==> src/hw/rtl/kas_pkg.sv <==
// Package for the key auto-repeat scanner: field widths, stick thresholds,
// register indexes and reset values. Has no dependencies.
`default_nettype none

package kas_pkg;

   // Fixed field widths of the frame and result beats.
   localparam int LEVEL_BITS = 12;
   localparam int STICK_BITS = 8;
   localparam int DIR_BITS   = 4;
   localparam int CFG_BITS   = 16;
   localparam int CSR_IDX_BITS = 2;

   // Defaults of the top-level parameters.
   localparam int NUM_KEYS_DEF   = 12;
   localparam int COUNT_BITS_DEF = 16;

   // Stick dead zone: below the low mark or above the high mark is a direction.
   localparam logic [STICK_BITS-1:0] STICK_LOW  = STICK_BITS'(64);
   localparam logic [STICK_BITS-1:0] STICK_HIGH = STICK_BITS'(191);

   // Bit positions of the direction flags.
   localparam int DIR_UP    = 0;
   localparam int DIR_DOWN  = 1;
   localparam int DIR_LEFT  = 2;
   localparam int DIR_RIGHT = 3;

   // Configuration register indexes.
   localparam logic [CSR_IDX_BITS-1:0] REG_REPEAT_DELAY  = CSR_IDX_BITS'(0);
   localparam logic [CSR_IDX_BITS-1:0] REG_REPEAT_PERIOD = CSR_IDX_BITS'(1);

   localparam logic [CFG_BITS-1:0] DELAY_RESET  = CFG_BITS'(30);
   localparam logic [CFG_BITS-1:0] PERIOD_RESET = CFG_BITS'(5);

endpackage : kas_pkg

`default_nettype wire

==> src/hw/rtl/key_autorepeat_scanner_unit.sv <==
// Key auto-repeat scanner top level: per-key hold counters, repeat phases,
// stick direction flags. Depends on kas_pkg.
//
//   Channel | Ports                          | Direction | Handshake
//   --------+--------------------------------+-----------+----------------
//   frame   | req_button_levels, req_stick_* | in        | req_valid/stall
//   result  | rsp_press_events, held, dirs   | out       | rsp_valid/stall
//   config  | csr_index, csr_wdata           | in        | csr_write_en
//
// One frame beat is taken every cycle while req_stall is low. Its result is on
// the result ports once it has passed the input register and then the result
// register. The key counters update in a single pass when a frame moves from
// the input register to the result register. A stalled result holds; the input
// register still takes one more beat behind it. Reset is synchronous; it clears
// the valid flags and the key counters and loads the configuration reset values.
`default_nettype none

module key_autorepeat_scanner_unit
   import kas_pkg::*;
#(
   parameter int NUM_KEYS   = NUM_KEYS_DEF,
   parameter int COUNT_BITS = COUNT_BITS_DEF
) (
   input  wire                      clock,
   input  wire                      reset,
   input  wire                      req_valid,
   output logic                     req_stall,
   input  wire [LEVEL_BITS-1:0]     req_button_levels,
   input  wire [STICK_BITS-1:0]     req_stick_x,
   input  wire [STICK_BITS-1:0]     req_stick_y,
   output logic                     rsp_valid,
   input  wire                      rsp_stall,
   output logic [LEVEL_BITS-1:0]    rsp_press_events,
   output logic [LEVEL_BITS-1:0]    rsp_held_keys,
   output logic [DIR_BITS-1:0]      rsp_stick_dirs,
   input  wire                      csr_write_en,
   input  wire [CSR_IDX_BITS-1:0]   csr_index,
   input  wire [CFG_BITS-1:0]       csr_wdata
);

   localparam int CMP_BITS = (COUNT_BITS > CFG_BITS) ? COUNT_BITS : CFG_BITS;

   logic                  in_valid_ff;
   logic [LEVEL_BITS-1:0] in_levels_ff;
   logic [STICK_BITS-1:0] in_x_ff;
   logic [STICK_BITS-1:0] in_y_ff;

   logic                  out_valid_ff;
   logic [LEVEL_BITS-1:0] out_events_ff, out_events_in;
   logic [LEVEL_BITS-1:0] out_held_ff, out_held_in;
   logic [DIR_BITS-1:0]   out_dirs_ff, out_dirs_in;

   logic [CFG_BITS-1:0]   delay_ff;
   logic [CFG_BITS-1:0]   period_ff;
   logic [CFG_BITS-1:0]   delay_eff;
   logic [CFG_BITS-1:0]   period_eff;

   logic [COUNT_BITS-1:0] hold_ff [NUM_KEYS];
   logic [COUNT_BITS-1:0] hold_in [NUM_KEYS];
   logic [CFG_BITS-1:0]   phase_ff [NUM_KEYS];
   logic [CFG_BITS-1:0]   phase_in [NUM_KEYS];
   logic [NUM_KEYS-1:0]   key_down;
   logic [NUM_KEYS-1:0]   key_event;

   logic out_free;
   logic advance;

   assign out_free  = !out_valid_ff || !rsp_stall;
   assign advance   = in_valid_ff && out_free;
   assign req_stall = in_valid_ff && !out_free;

   // A zero delay or period behaves as one.
   assign delay_eff  = (delay_ff == '0) ? CFG_BITS'(1) : delay_ff;
   assign period_eff = (period_ff == '0) ? CFG_BITS'(1) : period_ff;

   // Configuration registers.
   always_ff @(posedge clock) begin
      if (reset) begin
         delay_ff  <= DELAY_RESET;
         period_ff <= PERIOD_RESET;
      end else if (csr_write_en) begin
         unique case (csr_index)
            REG_REPEAT_DELAY:  delay_ff  <= csr_wdata;
            REG_REPEAT_PERIOD: period_ff <= csr_wdata;
            default: ;
         endcase
      end
   end

   // Input register.
   always_ff @(posedge clock) begin
      if (reset) begin
         in_valid_ff <= 1'b0;
      end else if (!req_stall) begin
         in_valid_ff <= req_valid;
      end
   end

   always_ff @(posedge clock) begin
      if (req_valid && !req_stall) begin
         in_levels_ff <= req_button_levels;
         in_x_ff      <= req_stick_x;
         in_y_ff      <= req_stick_y;
      end
   end

   // Per-key counter logic.
   for (genvar k = 0; k < NUM_KEYS; k++) begin : g_key
      logic [COUNT_BITS-1:0] now;
      logic [CFG_BITS:0]     phase_inc;
      logic                  now_reached;
      logic                  prev_reached;
      logic [CFG_BITS-1:0]   phase_step;

      if (k < LEVEL_BITS) begin : g_lvl
         assign key_down[k] = in_levels_ff[k];
      end else begin : g_nolvl
         // Keys beyond the field width never see a held level.
         assign key_down[k] = 1'b0;
      end

      always_comb begin
         now          = (hold_ff[k] == '1) ? hold_ff[k] : hold_ff[k] + COUNT_BITS'(1);
         now_reached  = CMP_BITS'(now) >= CMP_BITS'(delay_eff);
         prev_reached = CMP_BITS'(hold_ff[k]) >= CMP_BITS'(delay_eff);
         phase_inc    = {1'b0, phase_ff[k]} + (CFG_BITS+1)'(1);
         phase_step   = (phase_inc >= {1'b0, period_eff}) ? '0
                                                           : phase_inc[CFG_BITS-1:0];
         hold_in[k]   = '0;
         phase_in[k]  = '0;
         key_event[k] = 1'b0;
         if (key_down[k]) begin
            hold_in[k]   = now;
            phase_in[k]  = phase_ff[k];
            key_event[k] = (now == COUNT_BITS'(1));
            if (now_reached) begin
               // The frame that first reaches the delay restarts the phase.
               phase_in[k] = prev_reached ? phase_step : '0;
               if (phase_in[k] == '0) begin
                  key_event[k] = 1'b1;
               end
            end
         end
      end

      always_ff @(posedge clock) begin
         if (reset) begin
            hold_ff[k]  <= '0;
            phase_ff[k] <= '0;
         end else if (advance) begin
            hold_ff[k]  <= hold_in[k];
            phase_ff[k] <= phase_in[k];
         end
      end
   end

   // Fold key results onto the fixed-width result fields.
   for (genvar j = 0; j < LEVEL_BITS; j++) begin : g_out
      if (j < NUM_KEYS) begin : g_map
         assign out_events_in[j] = key_event[j];
         assign out_held_in[j]   = key_down[j];
      end else begin : g_zero
         assign out_events_in[j] = 1'b0;
         assign out_held_in[j]   = 1'b0;
      end
   end

   always_comb begin
      out_dirs_in            = '0;
      out_dirs_in[DIR_UP]    = in_y_ff < STICK_LOW;
      out_dirs_in[DIR_DOWN]  = in_y_ff > STICK_HIGH;
      out_dirs_in[DIR_LEFT]  = in_x_ff < STICK_LOW;
      out_dirs_in[DIR_RIGHT] = in_x_ff > STICK_HIGH;
   end

   // Result register.
   always_ff @(posedge clock) begin
      if (reset) begin
         out_valid_ff <= 1'b0;
      end else if (out_free) begin
         out_valid_ff <= in_valid_ff;
      end
   end

   always_ff @(posedge clock) begin
      if (advance) begin
         out_events_ff <= out_events_in;
         out_held_ff   <= out_held_in;
         out_dirs_ff   <= out_dirs_in;
      end
   end

   assign rsp_valid        = out_valid_ff;
   assign rsp_press_events = out_events_ff;
   assign rsp_held_keys    = out_held_ff;
   assign rsp_stick_dirs   = out_dirs_ff;

   // A press event is only ever raised for a key that is held.
   a_event_held : assert property (@(posedge clock) disable iff (reset)
      rsp_valid |-> ((rsp_press_events & ~rsp_held_keys) == '0))
      else $error("press event on a key that is not held");

   // A full input register behind a stalled result must push back.
   a_backpressure : assert property (@(posedge clock) disable iff (reset)
      (in_valid_ff && out_valid_ff && rsp_stall) |-> req_stall)
      else $error("input register overrun while result is stalled");

   // A released key 0 leaves its counters cleared.
   a_release_clear : assert property (@(posedge clock) disable iff (reset)
      (advance && !key_down[0]) |=> (hold_ff[0] == '0 && phase_ff[0] == '0))
      else $error("released key kept its hold count");

   // A new result beat only appears when a frame has moved forward.
   a_result_source : assert property (@(posedge clock) disable iff (reset)
      $rose(rsp_valid) |-> $past(advance))
      else $error("result beat without a frame behind it");

endmodule : key_autorepeat_scanner_unit

`default_nettype wire

==> config.mk <==
export PLATFORM = sky130hd
export DESIGN_NAME = key_autorepeat_scanner_unit
export DESIGN_NICKNAME = d
export VERILOG_FILES = /design/src/hw/rtl/kas_pkg.sv /design/src/hw/rtl/key_autorepeat_scanner_unit.sv
export SDC_FILE = /design/constraint.sdc
export NUM_CORES = 2
export LEC_CHECK = 0
export ABC_AREA = 1
export BUFFER_PORTS_ARGS = -buffer_cell sky130_fd_sc_hd__buf_4
export CAP_MARGIN = 20
export CORE_UTILIZATION = 61
export DETAILED_ROUTE_END_ITERATION = 8
export GPL_TIMING_DRIVEN = 0
export MAX_ROUTING_LAYER = met4
export PLACE_DENSITY = 0.83
export SLEW_MARGIN = 20
export SYNTH_ARGS = -nofsm -noshare
export SYNTH_HDL_FRONTEND = slang
export SYNTH_SLANG_ARGS = --single-unit
==> constraint.sdc <==
create_clock -name clock -period 10.4 [get_ports clock]
set_input_delay 2.6 -clock clock [delete_from_list [all_inputs] [get_ports clock]]
set_output_delay 2.6 -clock clock [all_outputs]
set_load 0.05 [all_outputs]
==> out/qor.yml <==
status:
  status: "finished, final reports clean"
routing:
  routed_via_density: 5.94
  routed_wl_um: 119000
  wl_per_cell_um: 18.1
  dr.pass1.iters: 8
  drt_iter0_markers: 3732
  postRouteAntennaNets: 0
  drc: 0
  dr_total_vias: 39000
logic_synthesis:
  ys_seq_area_frac: 0.323
  synth_adder_area_share: 0.176
  async_flop_share: 0
  synthMuxAreaShare: 0
  synth_top_family_by_area: "simple AND/OR/NAND/NOR gates"
  avgSynthCellArea_um2: 7.63
  ys_types: 66
  synth_xor_area_frac: 0.0543
  synth_compound_area_frac: 0.0924
  synthFlopType: "edfxtp_1"
  yosys.area.top_type_share: 0.307
  synthSimpleGateAreaFrac: 0.273
  synth.area.top_cells: "edfxtp_1, ha_1, nand2_1"
  synth-seq-cells: 462
  synth_top_area_cell: "edfxtp_1"
  syn_inst: 5493
  syn_nets: 6132
  synth-edff-count: 428
  synth.cell_area_um2: 41900
  synth_warnings: 0
timing:
  slew_viol_final: 0
  fmax_ghz: 0.175
  min_period_ns: 5.70
  fin_skew_ns: 0.0243
  rsz0062_at_grt: "false"
  maxSlewHeadroom: 0.175
  min_period_over_period: 0.548
  hold_violations: 0
  timing.setup.tns_ns: 0
  finalSetupViolCount: 0
  worst_pin_slew_ns: 1.24
  worst_slack_ns: 4.70
worst_setup_path:
  cp-end-kind: "primary output"
  cp.arrival_ns: 3.10
  crit_fanout: 3
  crit_required_ns: 7.80
  start_kind: "input pin"
  critPathKind: "input pin to primary output"
global_route:
  overflow: 0
  grt_use_total: 0.345
  grt_pass1_vias: 36600
  grt_pass1_wl_um: 188000
  grt_max_degree: 54
  antenna_found_initial: 1
power:
  intPower_mw: 3.88
  switching_share: 0.341
  ir_drop_uv: 143
  p_switching_mw: 2.00
  p_leak_nw: 21.8
  combPwrFrac: 0.260
  clock_power_share: 0.346
  power_frac_seq: 0.393
  p_total_mw: 5.88
  powerDensity_nw_per_um2: 128
final_layout:
  final_common_cell: "nand2_1"
  finalNetCount: 6281
  layout_common_cells: "nand2_1, inv_1, nor2_1"
  drive_gt1_frac: 0.0633
  antenna_cells: 0
  stdcell_count: 6561
  area_growth_syn_to_layout_pct: 9.61
placement:
  dp_hpwl_um: 85600
  portBuffers: 68
  dp_slack_ns: 4.31
  dp_cells: 6456
  gp_routability_congestion: 0.950
cts:
  cts_sinks: 462
  cts_tree: "done"
  path_clk_slew_ns: 0.05
  cts_buffers: 56
  hold_buffers: 0
  cts_resized: 0
  clk_path_buf_depth: 3
  post_cts_buffers: 0
  clockRootBuffer: "clkbuf_16"
  cts.htree.levels: 2
  clock_latency_ns: 0.65
floorplanning:
  coreArea_um2: 67500
  num_io_pins: 81
  die_x_um: 264
  die_y_um: 264
  die-area_um2: 69700
  initial_core_util: 0.621
  rows: 95
run:
  max_cap_violations: 0
hold_path:
  hold_class: "register to register"
==> routing by layer <==
| metal | GRT usage | wire length (µm) | vias up |
|---|---|---|---|
| met3 | 0.0512 | 11400 | 370 |
| met2 | 0.546 | 53600 | 1825 |
| met1 | 0.436 | 47700 | 18000 |
| met5 | - | 0 | - |
| met4 | 0.158 | 5830 | 0 |
| li1 | - | - | 18800 |
==> worst max-delay path: stages <==
cell     delay (ns)
buf_4          0.07
nand2_1        0.07
nor2_1         0.13
buf_4          0.22
==> sequential cells by signal, indices dropped and copies added, names as in the netlist <==
name	cells
hold_ff	192
phase_ff	192
delay_ff	16
period_ff	16
in_levels_ff	12
rsp_held_keys	12
rsp_press_events	12
rsp_stick_dirs	4
in_x_ff	2
in_y_ff	2
in_valid_ff	1
rsp_valid	1
==> final timing paths <==
check / endpoint / start / cells past startpoint / slack, ns
worst min-delay path: rsp_held_keys[9] / in_levels_ff[9] / 0 / 0.45
worst max-delay path: req_stall / rsp_stall / 4 / 4.70
worst min register to register: rsp_held_keys[9] / in_levels_ff[9] / 0 / 0.45
worst max register to register: rsp_press_events[9] / period_ff[2] / 19 / 6.28
==> power by group through the flow <==
stage	Clock (mW)	Sequential (mW)	Combinational, mW
after CTS	2.04	2.31	1.50
final	2.04	2.31	1.53
after global placement	0	2.36	1.40
after floorplan	0	2.34	1.06
after global routing	2.11	2.33	1.72
after detailed placement	0	2.34	1.48
==> through the flow <==
| stage | cell area, µm² | hold slack, ns | utilization |
|---|---|---|---|
| 3_3_place_gp | 43500 | 0.433 | 0.644 |
| 5_1_grt | 45900 | 0.458 | 0.680 |
| 3_5_place_dp | 44000 | 0.434 | 0.652 |
| 6_report | 45900 | 0.446 | 0.680 |
| 4_1_cts | 45900 | 0.447 | 0.680 |
| 2_1_floorplan | 41900 | 0.426 | - |
==> cell type report <==
cell class | instances | area (µm²)
plain buffers | 79 | 375
clock buffers | 71 | 1630
clock inverters | 33 | 263
fillers | 5450 | 21600
inverters | 812 | 3050
multi-input cells | 4140 | 24900
flip-flops and latches | 462 | 13500
well taps | 873 | 1090
repair buffers | 91 | 1040
==> cell usage after synthesis (all sizes together) (2+ instances only) <==
cell type / count
nor3: 225
xor2: 212
o21bai: 7
nor3b: 3
and3: 10
inv: 809
nand3b: 14
o2111ai: 9
a21oi: 370
nor4: 37
a41o: 4
o21a: 5
o211ai: 38
nand3: 326
nor2: 690
xnor2: 45
o41ai: 3
clkinv: 3
and2: 5
dfxtp: 34
ha: 588
o31ai: 16
edfxtp: 428
nand2: 1158
or3: 2
a211oi: 11
a21o: 29
nand4: 126
a31oi: 6
or2: 8
o21ai: 187
clkbuf: 48
buf: 31
==> cell families after synthesis <==
family / count (synthesis)
AO/OA/AOI/OAI: 690
AND/OR/NAND/NOR: 2605
buffers and inverters: 891
adder cells (fa/ha/maj): 588
flip-flops: 462
XOR/XNOR: 257
No activity file was read; power rests on OpenSTA's default activity.
